--- config.mk ---
export PLATFORM = sky130hd
export DESIGN_NAME = h263_picture_size_parser_unit
export DESIGN_NICKNAME = d
export VERILOG_FILES = /design/src/rtl/core/h263ps_pkg.sv /design/src/rtl/core/h263ps_step.sv /design/src/rtl/core/h263_picture_size_parser_unit.sv
export SDC_FILE = /design/constraint.sdc
export NUM_CORES = 1
export LEC_CHECK = 0
export BUFFER_PORTS_ARGS = -buffer_cell sky130_fd_sc_hd__clkbuf_2
export CAP_MARGIN = 20
export CORE_MARGIN = 2
export CORE_UTILIZATION = 40
export DETAILED_ROUTE_END_ITERATION = 8
export SYNTH_ARGS = -nofsm -noshare
export SYNTH_HDL_FRONTEND = slang
export SYNTH_SLANG_ARGS = --single-unit
export TNS_END_PERCENT = 5
--- constraint.sdc ---
create_clock -name clk -period 3.3 [get_ports clk]
set_clock_uncertainty 0.2 [all_clocks]
set_input_delay 0 -clock clk [delete_from_list [all_inputs] [get_ports clk]]
set_output_delay 0 -clock clk [all_outputs]
set_load 0.02 [all_outputs]
--- src/rtl/core/h263ps_pkg.sv ---
// ----------------------------------------------------------------------------
// h263ps_pkg - shared types and constants of the H.263 picture size parser
// Parse phase codes, result record, header offsets and the source format
// size table.
// ----------------------------------------------------------------------------
package h263ps_pkg;

	localparam int unsigned WIDTH_W  = 12;
	localparam int unsigned HEIGHT_W = 11;
	localparam int unsigned OFS_W    = 4;
	localparam int unsigned FMT_W    = 3;
	localparam int unsigned DIM_W    = 9;

	typedef enum logic [2:0] {
		PH_SEARCH = 3'b001,
		PH_HEADER = 3'b010,
		PH_DONE   = 3'b100
	} phase_t;

	typedef struct packed {
		logic                status;
		logic [WIDTH_W-1:0]  width;
		logic [HEIGHT_W-1:0] height;
	} pic_res_t;

	localparam logic STATUS_OK   = 1'b0;
	localparam logic STATUS_FAIL = 1'b1;

	// Top six bits of the byte that completes the 22-bit start code
	localparam logic [5:0] PSC_TAIL = 6'b100000;

	// Byte offsets from the start code byte at which fields complete
	localparam logic [OFS_W-1:0] OFS_FIRST = 4'd1;
	localparam logic [OFS_W-1:0] OFS_PTYPE = 4'd2;
	localparam logic [OFS_W-1:0] OFS_PLUS  = 4'd3;
	localparam logic [OFS_W-1:0] OFS_PWI   = 4'd8;
	localparam logic [OFS_W-1:0] OFS_PHI   = 4'd9;

	localparam logic [FMT_W-1:0] FMT_FORBIDDEN = 3'd0;
	localparam logic [FMT_W-1:0] FMT_SQCIF     = 3'd1;
	localparam logic [FMT_W-1:0] FMT_QCIF      = 3'd2;
	localparam logic [FMT_W-1:0] FMT_CIF       = 3'd3;
	localparam logic [FMT_W-1:0] FMT_4CIF      = 3'd4;
	localparam logic [FMT_W-1:0] FMT_16CIF     = 3'd5;
	localparam logic [FMT_W-1:0] FMT_CUSTOM    = 3'd6;
	localparam logic [FMT_W-1:0] FMT_EXTENDED  = 3'd7;

	localparam logic [2:0] UFEP_FULL = 3'd1;

	localparam pic_res_t RES_FAIL = '{status: STATUS_FAIL, width: '0, height: '0};

	function automatic pic_res_t std_size(input logic [FMT_W-1:0] fmt);
		pic_res_t r;
		r = '{status: STATUS_OK, width: '0, height: '0};
		unique case (fmt)
			FMT_FORBIDDEN: r = '{status: STATUS_OK, width: 12'd0,    height: 11'd0};
			FMT_SQCIF:     r = '{status: STATUS_OK, width: 12'd128,  height: 11'd96};
			FMT_QCIF:      r = '{status: STATUS_OK, width: 12'd176,  height: 11'd144};
			FMT_CIF:       r = '{status: STATUS_OK, width: 12'd352,  height: 11'd288};
			FMT_4CIF:      r = '{status: STATUS_OK, width: 12'd704,  height: 11'd576};
			FMT_16CIF:     r = '{status: STATUS_OK, width: 12'd1408, height: 11'd1152};
			default:       r = RES_FAIL;
		endcase
		return r;
	endfunction

endpackage

--- src/rtl/core/h263ps_step.sv ---
// ----------------------------------------------------------------------------
// h263ps_step - per-byte header parser
// Holds the parse state and decides, for one byte, whether a size result
// is due; state moves on only when go is high.
// ----------------------------------------------------------------------------
module h263ps_step (
	input  logic                 clk,
	input  logic                 arst_n,
	input  logic                 go,
	input  logic [7:0]           data_byte,
	input  logic                 last_byte,
	output logic                 emit,
	output h263ps_pkg::pic_res_t res
);

	h263ps_pkg::phase_t                  phase_q, phase_d;
	logic [1:0]                          zrun_q, zrun_d;
	logic [h263ps_pkg::OFS_W-1:0]        ofs_q, ofs_d;
	logic [7:0]                          prev_q, prev_d;
	logic [h263ps_pkg::DIM_W-1:0]        pwi_q, pwi_d;

	logic                                dec;
	h263ps_pkg::pic_res_t                dec_res;
	logic [h263ps_pkg::FMT_W-1:0]        fmt;
	logic [2:0]                          ufep;
	logic [h263ps_pkg::DIM_W-1:0]        phi;
	logic [h263ps_pkg::DIM_W:0]          pwi_p1;

	always_comb begin
		phase_d = phase_q;
		zrun_d  = zrun_q;
		ofs_d   = ofs_q;
		prev_d  = prev_q;
		pwi_d   = pwi_q;
		dec     = 1'b0;
		dec_res = h263ps_pkg::RES_FAIL;
		fmt     = '0;
		ufep    = '0;
		phi     = '0;
		pwi_p1  = {1'b0, pwi_q} + {{h263ps_pkg::DIM_W{1'b0}}, 1'b1};
		unique case (phase_q)
			h263ps_pkg::PH_SEARCH: begin
				// two zero bytes then 100000xx: byte-aligned start code
				if (zrun_q == 2'd2 && data_byte[7:2] == h263ps_pkg::PSC_TAIL) begin
					phase_d = h263ps_pkg::PH_HEADER;
					ofs_d   = h263ps_pkg::OFS_FIRST;
				end
				if (data_byte == 8'd0)
					zrun_d = (zrun_q == 2'd2) ? zrun_q : zrun_q + 2'd1;
				else
					zrun_d = 2'd0;
			end
			h263ps_pkg::PH_HEADER: begin
				ofs_d  = ofs_q + {{(h263ps_pkg::OFS_W-1){1'b0}}, 1'b1};
				prev_d = data_byte;
				case (ofs_q)
					h263ps_pkg::OFS_PTYPE: begin
						fmt = data_byte[4:2];
						if (fmt != h263ps_pkg::FMT_CUSTOM &&
						    fmt != h263ps_pkg::FMT_EXTENDED) begin
							dec     = 1'b1;
							dec_res = h263ps_pkg::std_size(fmt);
						end
					end
					h263ps_pkg::OFS_PLUS: begin
						ufep = {prev_q[1:0], data_byte[7]};
						fmt  = data_byte[6:4];
						if (ufep != h263ps_pkg::UFEP_FULL) begin
							dec = 1'b1;
						end else if (fmt == h263ps_pkg::FMT_EXTENDED) begin
							dec = 1'b1;    // reserved OPPTYPE format
						end else if (fmt != h263ps_pkg::FMT_CUSTOM) begin
							dec     = 1'b1;
							dec_res = h263ps_pkg::std_size(fmt);
						end
					end
					h263ps_pkg::OFS_PWI: begin
						pwi_d = {prev_q[6:0], data_byte[7:6]};
					end
					h263ps_pkg::OFS_PHI: begin
						phi     = {prev_q[4:0], data_byte[7:4]};
						dec     = 1'b1;
						dec_res = '{status: h263ps_pkg::STATUS_OK,
						            width:  {pwi_p1, 2'b00},
						            height: {phi, 2'b00}};
					end
					default: ;
				endcase
				if (dec)
					phase_d = h263ps_pkg::PH_DONE;
			end
			h263ps_pkg::PH_DONE: ;
			default: ;
		endcase
		if (last_byte) begin
			phase_d = h263ps_pkg::PH_SEARCH;
			zrun_d  = 2'd0;
			ofs_d   = '0;
			pwi_d   = '0;
		end
	end

	// last byte with nothing decided yet gives a failure
	assign emit = dec || (last_byte && phase_q != h263ps_pkg::PH_DONE);
	assign res  = dec ? dec_res : h263ps_pkg::RES_FAIL;

	always_ff @(posedge clk or negedge arst_n) begin
		if (!arst_n) begin
			phase_q <= h263ps_pkg::PH_SEARCH;
			zrun_q  <= 2'd0;
			ofs_q   <= '0;
			pwi_q   <= '0;
		end else if (go) begin
			phase_q <= phase_d;
			zrun_q  <= zrun_d;
			ofs_q   <= ofs_d;
			pwi_q   <= pwi_d;
		end
	end

	always_ff @(posedge clk) begin
		if (go)
			prev_q <= prev_d;
	end

`ifndef SYNTH
	a_last_rearms: assert property (@(posedge clk) disable iff (!arst_n)
		go && last_byte |=> phase_q == h263ps_pkg::PH_SEARCH)
		else $error("parser not back to search after last byte");

	a_done_silent: assert property (@(posedge clk) disable iff (!arst_n)
		phase_q == h263ps_pkg::PH_DONE && !last_byte |-> !emit)
		else $error("second result within one buffer");

	a_header_range: assert property (@(posedge clk) disable iff (!arst_n)
		phase_q == h263ps_pkg::PH_HEADER |-> ofs_q >= h263ps_pkg::OFS_FIRST &&
		ofs_q <= h263ps_pkg::OFS_PHI)
		else $error("header byte offset beyond last field");
`endif

endmodule

--- src/rtl/core/h263_picture_size_parser_unit.sv ---
// ----------------------------------------------------------------------------
// h263_picture_size_parser_unit - H.263 picture size parser
// Finds the byte-aligned picture start code in a byte stream and reports the
// picture size from PTYPE, PLUSPTYPE and CPFMT, one result per buffer.
// ----------------------------------------------------------------------------
//
//   channel | handshake            | payload
//   --------+----------------------+------------------------------
//   input   | in_valid / in_ready  | data_byte[7:0], last_byte
//   output  | out_valid / out_ready| status, width[11:0], height[10:0]
//
// Cycles: one byte per cycle while the input register is not held (see Stalls);
//   a deciding byte passes through the input register, then its result is
//   loaded into the result register and presented from there. The per-byte
//   parse is a fixed-offset field extract after the start code byte, so no
//   byte needs more than one pass.
// Reset: arst_n clears the valid flags and the parse state to start code
//   search; payload registers are not reset.
// Stalls: the input register holds while a result is due and the result
//   register is still full; bytes that produce no result keep flowing.
//
module h263_picture_size_parser_unit (
	input  logic                              clk,
	input  logic                              arst_n,
	input  logic                              in_valid,
	output logic                              in_ready,
	input  logic [7:0]                        data_byte,
	input  logic                              last_byte,
	output logic                              out_valid,
	input  logic                              out_ready,
	output logic                              status,
	output logic [h263ps_pkg::WIDTH_W-1:0]    width,
	output logic [h263ps_pkg::HEIGHT_W-1:0]   height
);

	// input register
	logic                 valid_s1;
	logic [7:0]           byte_s1;
	logic                 last_s1;

	// result register
	logic                 out_valid_q;
	h263ps_pkg::pic_res_t res_q;

	logic                 step_emit;
	h263ps_pkg::pic_res_t step_res;
	logic                 out_free;
	logic                 go_s1;

	// result register can take a new result when empty or being drained
	assign out_free = !out_valid_q || out_ready;
	// a byte that yields no result never waits on the output side
	assign go_s1    = valid_s1 && (!step_emit || out_free);
	assign in_ready = !valid_s1 || go_s1;

	always_ff @(posedge clk or negedge arst_n) begin
		if (!arst_n) begin
			valid_s1 <= 1'b0;
		end else if (in_ready) begin
			valid_s1 <= in_valid;
		end
	end

	always_ff @(posedge clk) begin
		if (in_ready && in_valid) begin
			byte_s1 <= data_byte;
			last_s1 <= last_byte;
		end
	end

	h263ps_step u_step (
		.clk       (clk),
		.arst_n    (arst_n),
		.go        (go_s1),
		.data_byte (byte_s1),
		.last_byte (last_s1),
		.emit      (step_emit),
		.res       (step_res)
	);

	always_ff @(posedge clk or negedge arst_n) begin
		if (!arst_n) begin
			out_valid_q <= 1'b0;
		end else if (out_free) begin
			out_valid_q <= go_s1 && step_emit;
		end
	end

	always_ff @(posedge clk) begin
		if (out_free && go_s1 && step_emit)
			res_q <= step_res;
	end

	assign out_valid = out_valid_q;
	assign status    = res_q.status;
	assign width     = res_q.width;
	assign height    = res_q.height;

`ifndef SYNTH
	a_result_source: assert property (@(posedge clk) disable iff (!arst_n)
		$rose(out_valid_q) |-> $past(go_s1 && step_emit))
		else $error("result register loaded without a decision");

	a_stall_cause: assert property (@(posedge clk) disable iff (!arst_n)
		!in_ready |-> valid_s1 && step_emit && out_valid_q && !out_ready)
		else $error("input stalled with no pending result");

	a_fail_zero: assert property (@(posedge clk) disable iff (!arst_n)
		out_valid_q && res_q.status == h263ps_pkg::STATUS_FAIL |->
		res_q.width == '0 && res_q.height == '0)
		else $error("failure result carries a size");
`endif

endmodule

### Word level (Yosys, flattened, before mapping)

Cells that the tools add are included.
Widths: inputs -> output; s select.

* register bits after elaboration: 60
* logic and storage cells: 98

* eq/ne operators: 27
* add/sub/neg operators: 3
* muxes and demuxes: 28
* reductions and logical operators: 28

Operators with widths (number)
* $pmux 24 s6: 2
* $mux 24: 4
* $pmux 24 s3: 1
* $mux 9: 3
* $eq 3x2->1 const B: 5
* $eq 3x3->1 const B: 5
* $ne 3x3->1 const B: 5
* $add 9x1->10 const B: 1
* $eq 3x1->1 const B: 3
* $mux 3: 3
* $reduce_and 3->1: 3
* $eq 4x2->1 const B: 2
* $eq 4x4->1 const B: 2
* $logic_and 1x1->1: 8
* $logic_not 8->1: 1
* $mux 2: 4
* $mux 4: 2
* $pmux 4 s2: 1
* $eq 6x6->1 const B: 1
* $logic_not 3->1: 2
* $mux 1: 6
* $ne 3x2->1 const B: 2
* $pmux 3 s2: 1
* $reduce_bool 2->1: 3
* other kinds (10): 16

### Logic depth before layout (Yosys ltp)

* depth after elaboration: 13
* gate-level depth with buffers: 8
* depth with buffers taken out: 7

### By module

A second synthesis with hierarchy kept.

* cells, all modules: 266
* area, all modules: 3151.8 um2

By module, submodules not included
* h263ps_step: times used 1, cells an instance 223, area each 2054.5 um2, sequential area each 661.9 um2
* h263_picture_size_parser_unit: times used 1, cells an instance 43, area each 1097.3 um2, sequential area each 1041.0 um2

### Worst setup path after synthesis

No wires, ideal clock.

* path type: flip-flop to flip-flop
* start: register u_step.ofs_q[3] in the netlist's numbering
* end: register res_q (netlist bit height[10]) (enable)
* path slack: 0.283 ns
* cell stages (with the launch flop): 7
* data required time: 2.696 ns
* data arrival time: 2.413 ns
* path buffers: 1
* path through: dfrtp_1 > bufbuf_16 > nor3b_1 > o21ai_0 > o21ai_0 > nand2_1 > a21oi_1

* word-level cells in the longest chain between the ends: 10
* elaborated cells on any way between the ends: 12

Ends and longest elaborated chain
* start: declaration: RTL line h263ps_step.sv:18 `logic [h263ps_pkg::OFS_W-1:0] ofs_q, ofs_d;`
* start signal: assignment: RTL line h263ps_step.sv:116 `ofs_q <= ofs_d;`
* $eq 4x4->1 / $eq 4x2->1 (equally long branches)
* $pmux 1 s3 (*): RTL line h263ps_step.sv:56 `case (ofs_q)`
* $mux 1 (*) (2 in a row): RTL line h263ps_step.sv:41 `unique case (phase_q)`
* $logic_or 1x1->1 (*): RTL line h263ps_step.sv:104 `assign emit = dec || (last_byte && phase_q != h263ps_pkg::PH_DONE);`
* $logic_not 1->1: RTL line h263_picture_size_parser_unit.sv:53 `assign go_s1 = valid_s1 && (!step_emit || out_free);`
* $logic_or 1x1->1: RTL line h263_picture_size_parser_unit.sv:53
* $logic_and 1x1->1: RTL line h263_picture_size_parser_unit.sv:53
* $logic_and 1x1->1: RTL line h263_picture_size_parser_unit.sv:90 `if (out_free && go_s1 && step_emit)`
* $logic_and 1x1->1 (*): RTL line h263_picture_size_parser_unit.sv:90
* end signal: assignment: RTL line h263_picture_size_parser_unit.sv:91 `res_q <= step_res;`
* end: declaration: RTL line h263_picture_size_parser_unit.sv:43 `h263ps_pkg::pic_res_t res_q;`

Every way passes the cells marked *; elsewhere a longest branch is shown, timed or not. The select of a mux whose other input is x is not followed.
A chain may end at the register's enable or synchronous reset.

### Worst setup path after layout

* start: register u_step.ofs_q[0] in the netlist's numbering
* end: register valid_s1

* word-level cells in the longest chain between the ends: 9
* elaborated cells on any way between the ends: 11

Ends and longest elaborated chain
* $eq 4x4->1 / $eq 4x2->1 (equally long branches)
* $pmux 1 s3 (*): RTL line h263ps_step.sv:56
* $mux 1 (*) (2 in a row): RTL line h263ps_step.sv:41
* $logic_or 1x1->1 (*): RTL line h263ps_step.sv:104
* $logic_not 1->1 (*): RTL line h263_picture_size_parser_unit.sv:53
* $logic_or 1x1->1 (*): RTL line h263_picture_size_parser_unit.sv:53
* $logic_and 1x1->1 (*): RTL line h263_picture_size_parser_unit.sv:53
* $logic_or 1x1->1 (*): RTL line h263_picture_size_parser_unit.sv:54 `assign in_ready = !valid_s1 || go_s1;`
* end signal: assignment: RTL line h263_picture_size_parser_unit.sv:60 `valid_s1 <= in_valid;`
* end: declaration: RTL line h263_picture_size_parser_unit.sv:37 `logic valid_s1;`

Marks and branches as above.

==> results.yml <==
outcome:
  outcome: "completed"
synth:
  synth-seq-cells: 56
  synth_ff_type: "edfxtp_1"
  synth.avg_cell_area_sq_um: 11.5
  synth_area_sq_um: 2950
  synth-async-reset-ratio_pct: 35.7
  synth-edff-count: 36
  ys_types: 55
  ys_seq_area_share_pct: 53.6
  ys_warn_count: 0
  synthCells: 257
sta:
  whs_ns: 0.191
  finalCritPeriodShare_pct: 87.5
  period_needed_ns: 2.89
  rsz0062_at_grt: "false"
  setup_tns_ns: 0
  slew_headroom_pct: 40.3
  tightest_slew_ns: 0.891
  slew_viol_final: 0
  setup_violations: 0
  finalHoldViolCount: 0
  max_freq_mhz: 346
global_routing:
  grt_max_degree: 21
  grt_overflow: 0
  grt_first_pass_wirelength_um: 10600
  grtUsageTotal_pct: 16.5
  antenna_found_initial: 0
  grt_pass1_vias: 2099
setup_path:
  cp_slowest_cell: "dlygate4sd3_1"
  cp-start-kind: "register"
  critPathBufInv: 1
  slowest_delay_ns: 0.55
  cp.arrival_ns: 2.94
  critPathMostFrequentCell: "o21ai_0"
  path_cells: "ha_1 > nor3b_1 > o21ai_0 > o21a_1 > o21ai_0 > a31o_2 > dlygate4sd3_1"
  required_ns: 3.35
  crit_family: "compound AO/OA/AOI/OAI gates"
  critPathMaxFanout: 6
  critPathKind: "reg2reg"
  cp-end-kind: "register"
hold_path:
  hold_class: "in2reg"
clocking:
  numCtsBuffers: 5
  cts_root_buf: "clkbuf_8"
  h-tree-depth: 2
  cts.sinks: 56
  cts_tree: "done"
  ctsLongestPathBuffers: 2
  clk_latency_ns: 0.31
  cts_setup_buffers: 0
  path_clk_slew_ns: 0.10
detailed_routing:
  viasPerCell: 5.37
  drc: 0
  drt-initial-drc-count: 107
  ant_nets: 0
  firstDrtPassIters: 4
  num_vias: 2196
  wl_per_cell_um: 15.8
  wirelength_um: 6460
die:
  dieArea_sq_um: 8090
  row_count: 31
  die_w_um: 89.9
  die_h_um: 89.9
  core_sq_um: 7210
  start_util_pct: 40.9
  io_pins: 39
layout:
  drive_above_1_share_pct: 20.3
  fill_cells: 722
  final_common_cell: "edfxtp_1"
  layout_common_cells: "edfxtp_1, clkbuf_2, nand2_1, nor2_1, dfrtp_1"
  synthToLayoutAreaGrowth_pct: 15.6
  nNetsFinal: 328
  fin_cells: 409
  antenna_cells: 0
  fin_area_sq_um: 3420
place:
  globalplace.congestion: 0.880
  postPlaceCellArea_sq_um: 3180
  io_buffers: 34
  dp_hpwl_um: 4480
  dp_cells: 386
pwr:
  p_per_area_nw_per_um2: 404
  p_leak_nw: 1.31
  peakVddDrop_mv: 0.257
  total_power_w: 0.00138
flow_run:
  drv_cap: 0
-- state kept, by name, indices dropped and copies added (netlist names) --
register	cells
width	10
height	9
u_step.pwi_q	9
byte_s1	8
u_step.prev_q	7
u_step.ofs_q	4
u_step.phase_q	3
u_step.zrun_q	2
last_s1	1
out_valid	1
status	1
valid_s1	1
-- power by group --
part	internal [W]	switching (W)	leakage (nW)
Sequential	0.000776	0.0000341	0.614
Combinational	0.0000816	0.000120	0.659
Clock	0.000148	0.000220	0.0388
-- worst paths after layout --
check / end / slack, ns / start / cells after the start
min in group asynchronous: valid_s1 / 0.44 / arst_n / 3
min: byte_s1[0] / 0.19 / data_byte[0] / 2
max reg2reg: valid_s1 / 0.41 / u_step.ofs_q[0] / 7
max in group asynchronous: out_valid / 1.23 / arst_n / 4
max: valid_s1 / 0.41 / u_step.ofs_q[0] / 7
min reg2reg: u_step.prev_q[0] / 0.27 / byte_s1[0] / 0
-- synth_stat cells, drive strengths merged (2+ instances only) --
library cell,instances,area share (%)
edfxtp,36,37
nand2,23,3.3
nor2,21,2.7
dfrtp,19,16
a21oi,14,2.4
clkbuf,10,2.6
a22o,9,2.7
nand3,9,1.5
nor3b,9,2.3
inv,8,1.0
o21ai,7,1.2
xnor2,7,2.1
and3,6,1.3
buf,6,1.6
ha,6,2.5
a221oi,5,1.5
nor3,5,0.85
o22ai,5,1.3
xor2,5,1.5
o211ai,4,1.0
o31ai,4,1.2
a31oi,3,0.64
nor4,3,1.1
o41ai,3,0.89
a21boi,2,0.51
a311o,2,0.68
and2,2,0.51
mux2i,2,0.68
nand2b,2,0.42
nand3b,2,0.51
o22a,2,0.59
-- final cells by class --
class | instances | area (sq um) | share of cell area (%)
sequential | 56 | 1580 | 46.3
clock inverter | 2 | 11.3 | 0.330
tap | 99 | 124 | 3.63
timing repair buffer | 59 | 395 | 11.6
inverter | 8 | 30.0 | 0.879
multi-input combinational | 179 | 1200 | 35.1
clock buffer | 6 | 72.6 | 2.12
-- what timing repair did --
item | 4_1_cts | 5_1_grt
endpoints found under the hold margin | 40 | 0
hold buffers | 15 | 0
resized for setup | 0 | 0
setup endpoints to repair | 0 | 0
-- per-layer routing --
layer	GRT usage, %	vias up	share of wire, %
met5	0	-	0
met4	3.85	0	1.1
met3	3.02	8	4.7
met2	28.1	63	50
met1	22.0	1069	44
li1	-	1056	-
-- kinds of logic after synthesis --
kind of cell	synth area share, %
AOI/OAI and AO/OA	16.6
adders and majority gates	2.54
muxes	0.678
DFF	53.6
other	0.127
and+or+nand+nor	16.6
buffers and inverters	6.31
xor gates and xnor gates	3.56
-- per-stage QoR --
step           setup slack, ns  utilization [%]
2_1_floorplan            0.283                -
3_3_place_gp             0.567             44.1
3_5_place_dp             0.511             44.1
4_1_cts                  0.455             47.3
5_1_grt                  0.217             47.3
6_report                 0.414             47.3
(Power assumes the default switching activity.)
